==> config.mk <==
export PLATFORM = sky130hd
export DESIGN_NAME = beat_clock_multiplier_top_flat
export DESIGN_NICKNAME = d
export VERILOG_FILES = /design/src/rtl/bcm_pkg.sv /design/src/rtl/bcm_req_if.sv /design/src/rtl/bcm_rsp_if.sv /design/src/rtl/bcm_timebase.sv /design/src/rtl/bcm_serial_div.sv /design/src/rtl/beat_clock_multiplier_top.sv /design/src/flat_wrapper.sv
export SDC_FILE = /design/constraint.sdc
export NUM_CORES = 1
export LEC_CHECK = 0
export BUFFER_PORTS_ARGS = -buffer_cell sky130_fd_sc_hd__buf_2
export CELL_PAD_IN_SITES_DETAIL_PLACEMENT = 1
export CELL_PAD_IN_SITES_GLOBAL_PLACEMENT = 2
export CORE_MARGIN = 8
export CORE_UTILIZATION = 40
export CTS_CLUSTER_SIZE = 40
export DETAILED_ROUTE_END_ITERATION = 10
export PLACE_DENSITY_LB_ADDON = 0.1
export SETUP_SLACK_MARGIN = 0.5
export SLEW_MARGIN = 20
export SYNTH_ARGS = -nofsm -noshare
export SYNTH_HDL_FRONTEND = slang
export SYNTH_HIERARCHICAL = 1
export SYNTH_SLANG_ARGS = --single-unit
==> constraint.sdc <==
create_clock -name clock -period 3.45 [get_ports clock]
set_input_delay 0.1725 -clock clock [delete_from_list [all_inputs] [get_ports clock]]
set_output_delay 0.1725 -clock clock [all_outputs]
set_load 0.05 [all_outputs]
==> src/rtl/bcm_pkg.sv <==
`timescale 1ns / 1ps

package bcm_pkg;

   localparam int TIME_BITS      = 32;
   localparam int TIME_CNT_BITS  = $clog2(TIME_BITS);
   localparam int INTERVAL_BITS  = 32;
   localparam int CFG_BITS       = 8;
   localparam int CSR_INDEX_BITS = 1;
   localparam int MULT_BITS      = 5;

   localparam logic [CFG_BITS-1:0] PULSE_LENGTH_RESET = CFG_BITS'(8);
   localparam logic [CFG_BITS-1:0] TICKS_PER_MS_RESET = CFG_BITS'(20);

   localparam logic [CSR_INDEX_BITS-1:0] CSR_PULSE_LENGTH = CSR_INDEX_BITS'(0);
   localparam logic [CSR_INDEX_BITS-1:0] CSR_TICKS_PER_MS = CSR_INDEX_BITS'(1);

   typedef enum logic [2:0] {
      ST_IDLE,
      ST_EDGE,
      ST_DIVIDE,
      ST_ELAPSE,
      ST_CHECK,
      ST_RESULT
   } state_type;

   typedef struct packed {
      logic busy;
      logic done;
   } div_status_type;

   // Product of the selected factors 2, 3 and 4; 1 when none is selected.
   function automatic logic [MULT_BITS-1:0] mult_of(input logic two, input logic three,
                                                    input logic four);
      logic [2:0] sel;
      sel = {four, three, two};
      unique case (sel)
         3'b000: mult_of = MULT_BITS'(1);
         3'b001: mult_of = MULT_BITS'(2);
         3'b010: mult_of = MULT_BITS'(3);
         3'b011: mult_of = MULT_BITS'(6);
         3'b100: mult_of = MULT_BITS'(4);
         3'b101: mult_of = MULT_BITS'(8);
         3'b110: mult_of = MULT_BITS'(12);
         3'b111: mult_of = MULT_BITS'(24);
      endcase
   endfunction

endpackage

==> src/rtl/bcm_req_if.sv <==
`timescale 1ns / 1ps

interface bcm_req_if;
   logic valid;
   logic ready;
   logic timer_tick;
   logic clock_in;
   logic sel_times_two;
   logic sel_times_three;
   logic sel_times_four;

   modport source (
      output valid, timer_tick, clock_in, sel_times_two, sel_times_three, sel_times_four,
      input  ready
   );
   modport sink (
      input  valid, timer_tick, clock_in, sel_times_two, sel_times_three, sel_times_four,
      output ready
   );
endinterface

==> src/rtl/bcm_rsp_if.sv <==
`timescale 1ns / 1ps

interface bcm_rsp_if;
   logic                                valid;
   logic                                ready;
   logic                                clock_out;
   logic [bcm_pkg::INTERVAL_BITS-1:0]   interval_ms;

   modport source (
      output valid, clock_out, interval_ms,
      input  ready
   );
   modport sink (
      input  valid, clock_out, interval_ms,
      output ready
   );
endinterface

==> src/rtl/bcm_timebase.sv <==
`timescale 1ns / 1ps

module bcm_timebase (
   input  logic                            clock,
   input  logic                            reset,
   input  logic                            step,
   input  logic                            timer_tick,
   input  logic [bcm_pkg::CFG_BITS-1:0]    ticks_per_ms,
   output logic [bcm_pkg::TIME_BITS-1:0]   time_ms
);

   logic [bcm_pkg::CFG_BITS-1:0]  tick_count_ff, tick_count_in;
   logic [bcm_pkg::TIME_BITS-1:0] time_ms_ff, time_ms_in;

   always_comb begin
      tick_count_in = tick_count_ff;
      time_ms_in    = time_ms_ff;
      if (step && timer_tick) begin
         // wrap only on an exact match; a count above the compare runs through 255
         if (tick_count_ff == ticks_per_ms) begin
            tick_count_in = '0;
            time_ms_in    = time_ms_ff + bcm_pkg::TIME_BITS'(1);
         end else begin
            tick_count_in = tick_count_ff + bcm_pkg::CFG_BITS'(1);
         end
      end
   end

   always_ff @(posedge clock) begin
      if (reset) begin
         tick_count_ff <= '0;
         time_ms_ff    <= '0;
      end else begin
         tick_count_ff <= tick_count_in;
         time_ms_ff    <= time_ms_in;
      end
   end

   assign time_ms = time_ms_ff;

endmodule

==> src/rtl/bcm_serial_div.sv <==
`timescale 1ns / 1ps

module bcm_serial_div (
   input  logic                            clock,
   input  logic                            reset,
   input  logic                            start,
   input  logic [bcm_pkg::TIME_BITS-1:0]   dividend,
   input  logic [bcm_pkg::MULT_BITS-1:0]   divisor,
   output logic [bcm_pkg::TIME_BITS-1:0]   quotient,
   output bcm_pkg::div_status_type         status
);

   logic [bcm_pkg::TIME_BITS-1:0]     quo_ff, quo_in;
   logic [bcm_pkg::MULT_BITS-1:0]     rem_ff, rem_in;
   logic [bcm_pkg::MULT_BITS-1:0]     div_ff, div_in;
   logic [bcm_pkg::TIME_CNT_BITS-1:0] cnt_ff, cnt_in;
   logic                              busy_ff, busy_in;
   logic                              done_ff, done_in;
   logic [bcm_pkg::MULT_BITS:0]       trial;
   logic [bcm_pkg::MULT_BITS:0]       diff;
   logic                              fits;

   // Restoring division: one quotient bit per cycle, dividend shifts out MSB first
   // while quotient bits shift in at the bottom of the same register.
   always_comb begin
      trial = {rem_ff, quo_ff[bcm_pkg::TIME_BITS-1]};
      fits  = trial >= {1'b0, div_ff};
      diff  = trial - {1'b0, div_ff};

      quo_in  = quo_ff;
      rem_in  = rem_ff;
      div_in  = div_ff;
      cnt_in  = cnt_ff;
      busy_in = busy_ff;
      done_in = 1'b0;

      if (start) begin
         quo_in  = dividend;
         rem_in  = '0;
         div_in  = divisor;
         cnt_in  = bcm_pkg::TIME_CNT_BITS'(bcm_pkg::TIME_BITS - 1);
         busy_in = 1'b1;
      end else if (busy_ff) begin
         quo_in = {quo_ff[bcm_pkg::TIME_BITS-2:0], fits};
         rem_in = fits ? diff[bcm_pkg::MULT_BITS-1:0] : trial[bcm_pkg::MULT_BITS-1:0];
         if (cnt_ff == '0) begin
            busy_in = 1'b0;
            done_in = 1'b1;
         end else begin
            cnt_in = cnt_ff - bcm_pkg::TIME_CNT_BITS'(1);
         end
      end
   end

   always_ff @(posedge clock) begin
      if (reset) begin
         busy_ff <= 1'b0;
         done_ff <= 1'b0;
         cnt_ff  <= '0;
      end else begin
         busy_ff <= busy_in;
         done_ff <= done_in;
         cnt_ff  <= cnt_in;
      end
   end

   always_ff @(posedge clock) begin
      quo_ff <= quo_in;
      rem_ff <= rem_in;
      div_ff <= div_in;
   end

   assign quotient    = quo_ff;
   assign status.busy = busy_ff;
   assign status.done = done_ff;

   a_done_follows_busy: assert property (@(posedge clock) disable iff (reset)
      done_ff |-> $past(busy_ff))
      else $error("divider done without a preceding step");

   a_no_restart: assert property (@(posedge clock) disable iff (reset)
      start |-> !busy_ff)
      else $error("divider started while busy");

   a_done_single: assert property (@(posedge clock) disable iff (reset)
      done_ff |=> !done_ff)
      else $error("divider done held longer than one cycle");

endmodule

==> src/rtl/beat_clock_multiplier_top.sv <==
`timescale 1ns / 1ps

// Beat clock multiplier. Each input item is one sample of the pins: a timer-tick
// strobe, the external clock level and three factor selects. Ticks feed a prescaler
// that advances a wrapping millisecond counter; a rising clock edge measures the time
// since the previous edge and divides it by the selected factor to form the output
// interval, and the output pulses high for pulse_length_ms at that interval. One
// result item comes back per input item. Each item steps through edge, elapse, check
// and result, with a divide step after edge when a rising edge follows an earlier
// nonzero edge time: the division runs in a bit-serial restoring divider, one
// quotient bit per cycle over the 32-bit time word. One item is worked on at a
// time; the result register lets the next item enter while a result waits to be taken.

module beat_clock_multiplier_top (
   input  logic                                 clock,
   input  logic                                 reset,
   bcm_req_if.sink                              req_chan,
   bcm_rsp_if.source                            rsp_chan,
   input  logic                                 csr_we,
   input  logic [bcm_pkg::CSR_INDEX_BITS-1:0]   csr_index,
   input  logic [bcm_pkg::CFG_BITS-1:0]         csr_wdata
);

   bcm_pkg::state_type              state_ff, state_in;
   logic [bcm_pkg::CFG_BITS-1:0]    plen_ff, plen_in;
   logic [bcm_pkg::CFG_BITS-1:0]    tpm_ff, tpm_in;
   logic                            prev_clk_ff, prev_clk_in;
   logic                            edge_ff, edge_in;
   logic [bcm_pkg::MULT_BITS-1:0]   mult_ff, mult_in;
   logic [bcm_pkg::TIME_BITS-1:0]   last_edge_ff, last_edge_in;
   logic [bcm_pkg::TIME_BITS-1:0]   last_rise_ff, last_rise_in;
   logic [bcm_pkg::TIME_BITS-1:0]   interval_ff, interval_in;
   logic [bcm_pkg::TIME_BITS-1:0]   elapsed_ff, elapsed_in;
   logic                            out_level_ff, out_level_in;
   logic                            rsp_valid_ff, rsp_valid_in;
   logic                            rsp_clock_out_ff, rsp_clock_out_in;
   logic [bcm_pkg::INTERVAL_BITS-1:0] rsp_interval_ff, rsp_interval_in;

   logic                            accept;
   logic [bcm_pkg::TIME_BITS-1:0]   time_ms;
   logic [bcm_pkg::TIME_BITS-1:0]   dividend;
   logic [bcm_pkg::TIME_BITS-1:0]   quotient;
   logic                            div_start;
   bcm_pkg::div_status_type         div_status;
   logic                            retrig;
   logic                            len_hit;

   assign req_chan.ready = (state_ff == bcm_pkg::ST_IDLE);
   assign accept         = req_chan.valid && req_chan.ready;
   assign dividend       = time_ms - last_edge_ff;

   bcm_timebase u_timebase (
      .clock        (clock),
      .reset        (reset),
      .step         (accept),
      .timer_tick   (req_chan.timer_tick),
      .ticks_per_ms (tpm_ff),
      .time_ms      (time_ms)
   );

   bcm_serial_div u_div (
      .clock    (clock),
      .reset    (reset),
      .start    (div_start),
      .dividend (dividend),
      .divisor  (mult_ff),
      .quotient (quotient),
      .status   (div_status)
   );

   always_comb begin
      plen_in = plen_ff;
      tpm_in  = tpm_ff;
      if (csr_we) begin
         unique case (csr_index)
            bcm_pkg::CSR_PULSE_LENGTH: plen_in = csr_wdata;
            bcm_pkg::CSR_TICKS_PER_MS: tpm_in  = csr_wdata;
         endcase
      end
   end

   always_comb begin
      state_in         = state_ff;
      prev_clk_in      = prev_clk_ff;
      edge_in          = edge_ff;
      mult_in          = mult_ff;
      last_edge_in     = last_edge_ff;
      last_rise_in     = last_rise_ff;
      interval_in      = interval_ff;
      elapsed_in       = elapsed_ff;
      out_level_in     = out_level_ff;
      rsp_valid_in     = rsp_valid_ff && !rsp_chan.ready;
      rsp_clock_out_in = rsp_clock_out_ff;
      rsp_interval_in  = rsp_interval_ff;
      div_start        = 1'b0;
      retrig           = elapsed_ff >= interval_ff;
      len_hit          = elapsed_ff >= bcm_pkg::TIME_BITS'(plen_ff);

      unique case (state_ff)
         bcm_pkg::ST_IDLE: begin
            if (accept) begin
               edge_in     = req_chan.clock_in && !prev_clk_ff;
               prev_clk_in = req_chan.clock_in;
               mult_in     = bcm_pkg::mult_of(req_chan.sel_times_two,
                                              req_chan.sel_times_three,
                                              req_chan.sel_times_four);
               state_in    = bcm_pkg::ST_EDGE;
            end
         end
         bcm_pkg::ST_EDGE: begin
            state_in = bcm_pkg::ST_ELAPSE;
            if (edge_ff) begin
               last_edge_in = time_ms;
               last_rise_in = time_ms;
               out_level_in = 1'b1;
               // first edge after a zero edge time keeps the interval
               if (last_edge_ff != '0) begin
                  div_start = 1'b1;
                  state_in  = bcm_pkg::ST_DIVIDE;
               end
            end
         end
         bcm_pkg::ST_DIVIDE: begin
            if (div_status.done) begin
               interval_in = quotient;
               state_in    = bcm_pkg::ST_ELAPSE;
            end
         end
         bcm_pkg::ST_ELAPSE: begin
            elapsed_in = time_ms - last_rise_ff;
            state_in   = bcm_pkg::ST_CHECK;
         end
         bcm_pkg::ST_CHECK: begin
            // after a retrigger the time since the rise is zero
            if (retrig) begin
               last_rise_in = time_ms;
               out_level_in = (plen_ff != '0);
            end else if (len_hit) begin
               out_level_in = 1'b0;
            end
            state_in = bcm_pkg::ST_RESULT;
         end
         bcm_pkg::ST_RESULT: begin
            if (!rsp_valid_ff || rsp_chan.ready) begin
               rsp_valid_in     = 1'b1;
               rsp_clock_out_in = out_level_ff;
               rsp_interval_in  = bcm_pkg::INTERVAL_BITS'(interval_ff);
               state_in         = bcm_pkg::ST_IDLE;
            end
         end
         default: state_in = bcm_pkg::ST_IDLE;
      endcase
   end

   always_ff @(posedge clock) begin
      if (reset) begin
         state_ff     <= bcm_pkg::ST_IDLE;
         plen_ff      <= bcm_pkg::PULSE_LENGTH_RESET;
         tpm_ff       <= bcm_pkg::TICKS_PER_MS_RESET;
         prev_clk_ff  <= 1'b0;
         edge_ff      <= 1'b0;
         last_edge_ff <= '0;
         last_rise_ff <= '0;
         interval_ff  <= '0;
         out_level_ff <= 1'b0;
         rsp_valid_ff <= 1'b0;
      end else begin
         state_ff     <= state_in;
         plen_ff      <= plen_in;
         tpm_ff       <= tpm_in;
         prev_clk_ff  <= prev_clk_in;
         edge_ff      <= edge_in;
         last_edge_ff <= last_edge_in;
         last_rise_ff <= last_rise_in;
         interval_ff  <= interval_in;
         out_level_ff <= out_level_in;
         rsp_valid_ff <= rsp_valid_in;
      end
   end

   always_ff @(posedge clock) begin
      mult_ff          <= mult_in;
      elapsed_ff       <= elapsed_in;
      rsp_clock_out_ff <= rsp_clock_out_in;
      rsp_interval_ff  <= rsp_interval_in;
   end

   assign rsp_chan.valid       = rsp_valid_ff;
   assign rsp_chan.clock_out   = rsp_clock_out_ff;
   assign rsp_chan.interval_ms = rsp_interval_ff;

   a_accept_drops_ready: assert property (@(posedge clock) disable iff (reset)
      accept |=> !req_chan.ready)
      else $error("second item taken while one is in progress");

   a_div_in_divide: assert property (@(posedge clock) disable iff (reset)
      div_status.busy |-> state_ff == bcm_pkg::ST_DIVIDE)
      else $error("divider running outside the divide step");

   a_zero_length_low: assert property (@(posedge clock) disable iff (reset)
      (state_ff == bcm_pkg::ST_CHECK && plen_ff == '0) |=> !out_level_ff)
      else $error("output high with zero pulse length");

   a_result_held: assert property (@(posedge clock) disable iff (reset)
      (state_ff == bcm_pkg::ST_RESULT && rsp_valid_ff && !rsp_chan.ready)
         |=> state_ff == bcm_pkg::ST_RESULT)
      else $error("result dropped while output register full");

endmodule

==> src/flat_wrapper.sv <==
// flat-port wrapper written by rule: the top's interface ports become plain ports
module beat_clock_multiplier_top_flat 
  (clock, reset, csr_we, csr_index, csr_wdata, req_chan_valid, req_chan_timer_tick, req_chan_clock_in, req_chan_sel_times_two, req_chan_sel_times_three, req_chan_sel_times_four, req_chan_ready, rsp_chan_valid, rsp_chan_clock_out, rsp_chan_interval_ms, rsp_chan_ready);
  bcm_req_if req_chan_i ();
  bcm_rsp_if rsp_chan_i ();
  input  logic clock;
  input  logic reset;
  input  logic csr_we;
  input  logic [bcm_pkg::CSR_INDEX_BITS-1:0] csr_index;
  input  logic [bcm_pkg::CFG_BITS-1:0] csr_wdata;
  input wire logic [$bits(req_chan_i.valid)-1:0] req_chan_valid;
  input wire logic [$bits(req_chan_i.timer_tick)-1:0] req_chan_timer_tick;
  input wire logic [$bits(req_chan_i.clock_in)-1:0] req_chan_clock_in;
  input wire logic [$bits(req_chan_i.sel_times_two)-1:0] req_chan_sel_times_two;
  input wire logic [$bits(req_chan_i.sel_times_three)-1:0] req_chan_sel_times_three;
  input wire logic [$bits(req_chan_i.sel_times_four)-1:0] req_chan_sel_times_four;
  output wire logic [$bits(req_chan_i.ready)-1:0] req_chan_ready;
  output wire logic [$bits(rsp_chan_i.valid)-1:0] rsp_chan_valid;
  output wire logic [$bits(rsp_chan_i.clock_out)-1:0] rsp_chan_clock_out;
  output wire logic [$bits(rsp_chan_i.interval_ms)-1:0] rsp_chan_interval_ms;
  input wire logic [$bits(rsp_chan_i.ready)-1:0] rsp_chan_ready;
  assign req_chan_i.valid = req_chan_valid;
  assign req_chan_i.timer_tick = req_chan_timer_tick;
  assign req_chan_i.clock_in = req_chan_clock_in;
  assign req_chan_i.sel_times_two = req_chan_sel_times_two;
  assign req_chan_i.sel_times_three = req_chan_sel_times_three;
  assign req_chan_i.sel_times_four = req_chan_sel_times_four;
  assign req_chan_ready = req_chan_i.ready;
  assign rsp_chan_valid = rsp_chan_i.valid;
  assign rsp_chan_clock_out = rsp_chan_i.clock_out;
  assign rsp_chan_interval_ms = rsp_chan_i.interval_ms;
  assign rsp_chan_i.ready = rsp_chan_ready;
  beat_clock_multiplier_top u_core (.clock(clock), .reset(reset), .req_chan(req_chan_i), .rsp_chan(rsp_chan_i), .csr_we(csr_we), .csr_index(csr_index), .csr_wdata(csr_wdata));
endmodule
==> results.cfg <==
[run_status]
status = completed

[power]
p_leak_nw = 6.86
power_density_nw_per_um2 = 417
ir_drop_mv = 0.300

[worst_setup_path]
arrival_ns = 3.24
worstRegToRegCells = 12
startpoint = u_core/last_edge_ff[1]
r2r_start = u_core/last_edge_ff[1]
crit_required_ns = 3.76
critPathKind = flop to flop
startpoint_type = flop
end_kind = flop
critical_path.max_fanout = 3
reg2reg_to = u_core/u_div/quotient[31]
crit_path_end = u_core/u_div/quotient[31]
r2r_slack_ns = 0.52

[grt]
top_usage_layer = met2
grt_remaining_overflow = 0
grt.met3_usage_pct = 3.92
grt_pass1_vias = 12400
grt_pass1_wl_microns = 71300
grt_use_met2_pct = 31.8
grt_max_degree = 60
grt_use_total_pct = 20.5
antenna_found_initial = 0
grtUsageMet1_pct = 28.5

[routing]
drt-total-wl_microns = 46600
via_per_inst = 5.35
routedWlPerCell_microns = 20.5
vias = 12200
drt_pass1_iterations = 4
drc_errors = 0
dr.first_iter.drc_count = 565
antenna_left = 0

[floorplanning]
dieArea_sq_um = 44300
io_pins = 54
core_sq_um = 37500
die_w_microns = 210
rows = 71
initial_utilization_pct = 40.4
die_h_microns = 210

[synthesis]
syn_inst = 1627
syn_avg_cell_area_sq_um = 9.30
syn_nets = 1759
synth_area_sq_um = 15100
yosys_warnings = 6

[final_layout]
final_nets = 1876
num-fill-cells = 4283
diodes = 0
regArea_sq_um = 6660
final_cell_area_sq_um = 18100
multiInputGateArea_sq_um = 8190
area_growth_pct = 19.5
drive_gt1_share_pct = 17.5

[sta]
setup_slack_ns = 0.522
max_freq_mhz = 341
drv_slew = 0
slew_headroom_pct = 44.4
tightestPinTransition_ns = 0.834
timing.final.crit_period_ns = 2.93
hold_violations = 0
period_share_pct = 84.9
fin_skew_ns = 0.0177
setup_tns_ns = 0
whs_ns = 0.0827
rsz0062_at_grt = yes
finalSetupViolCount = 0

[clocking]
cts_buffer_depth = 3
cts_inserted_buffers = 35
clkTransAtPathRegs_ns = 0.06
clkSinkCount = 278
clock_latency_ns = 0.56
clockRootBuffer = clkbuf_16
cts_tree = done
h-tree-depth = 2

[placed_design]
place_congestion = 0.850
dp_slack_ns = 0.120
portBuffers = 53
post-dp-hpwl_microns = 33300
postPlaceCellArea_sq_um = 16100

[min_path]
min_from = csr_index
hp-class = input port to flop
min_path_cells = 4

[flow_run]
maxCapViolCount = 0
routing by layer:
layer  part of all wire, %  vias to the layer above
li1                      -                     5977
met1                    49                     5967
met2                    44                      179
met3                   3.8                       79
met4                   2.9                        0
met5                     0                        -
through the flow:
stage	total power, mW	cells	utilization [%]
after floorplan	3.87	1627	-
after global placement	4.00	2176	42.9
after detailed placement	4.01	2176	42.9
after CTS	7.64	2262	47.1
after global routing	7.83	2279	48.2
final	7.55	2279	48.2
power by group:
part / switching, mW / total, mW / internal (mW)
Sequential: 0.0529 / 3.51 / 3.46
Clock: 1.46 / 3.57 / 2.10
Combinational: 0.294 / 0.470 / 0.175
Total: 1.81 / 7.55 / 5.74
layout make-up:
type | instances | area share, %
multi-input cells | 1160 | 45.3
flip-flops and latches | 278 | 36.8
repair buffers | 136 | 5.49
clock buffers | 44 | 5.25
well taps | 511 | 3.54
inverters | 133 | 2.77
clock inverters | 17 | 0.865
cells in the final DEF (no fill, tap or decap), types with 26 or more instances in the layout:
master	count
dfxtp_1	155
xnor2_1	40
inv_1	131
ha_1	92
edfxtp_1	107
nand3_1	33
a21o_1	42
buf_4	63
clkbuf_16	36
mux2i_1	36
xor2_1	34
a21oi_1	167
or3_1	26
nor2_1	94
nand4_1	33
nand2_1	220
buf_2	52
o21ai_0	48
mux2_2	33
sequential cells by signal, indices dropped and copies added, names as in the netlist, 8 cells and up:
name / count
u_core/rsp_chan.interval_ms: 32
u_core/u_div/quotient: 32
u_core/interval_ff: 32
u_core/last_rise_ff: 32
u_core/plen_ff: 8
u_core/elapsed_ff: 32
u_core/tpm_ff: 8
u_core/last_edge_ff: 32
u_core/u_timebase/time_ms: 32
u_core/u_timebase/tick_count_ff: 8
repair_timing:
| action | CTS | global route |
|---|---|---|
| endpoints found under the setup margin | 87 | 85 |
| endpoints found under the hold margin | 24 | 0 |
| buffers inserted | 8 | 14 |
| resized for setup | 37 | 59 |
| pin swaps | 16 | 32 |
| gates cloned | 1 | 2 |
| hold buffers | 16 | 0 |
critical path, stage by stage, from the launching register on:
cell	delay, ns
dfxtp_2	0.33
inv_1	0.04
ha_1	0.27
nor2b_4	0.13
o31a_1	0.31
o31a_1	0.29
a21oi_2	0.23
a21oi_2	0.13
nor4_4	0.25
or3_4	0.19
a41oi_2	0.11
xnor2_1	0.15
mux2_2	0.26
worst min path at each step:
stage	to	slack [ns]
floorplan	u_core/u_div/busy_ff	0.24
global placement	u_core/u_div/div_ff[4]	0.40
detailed placement	u_core/u_div/div_ff[4]	0.41
CTS	u_core/plen_ff[6]	0.04
global route	u_core/plen_ff[6]	0.1
finish	u_core/plen_ff[0]	0.08
Power figures use the tool's default switching activity.
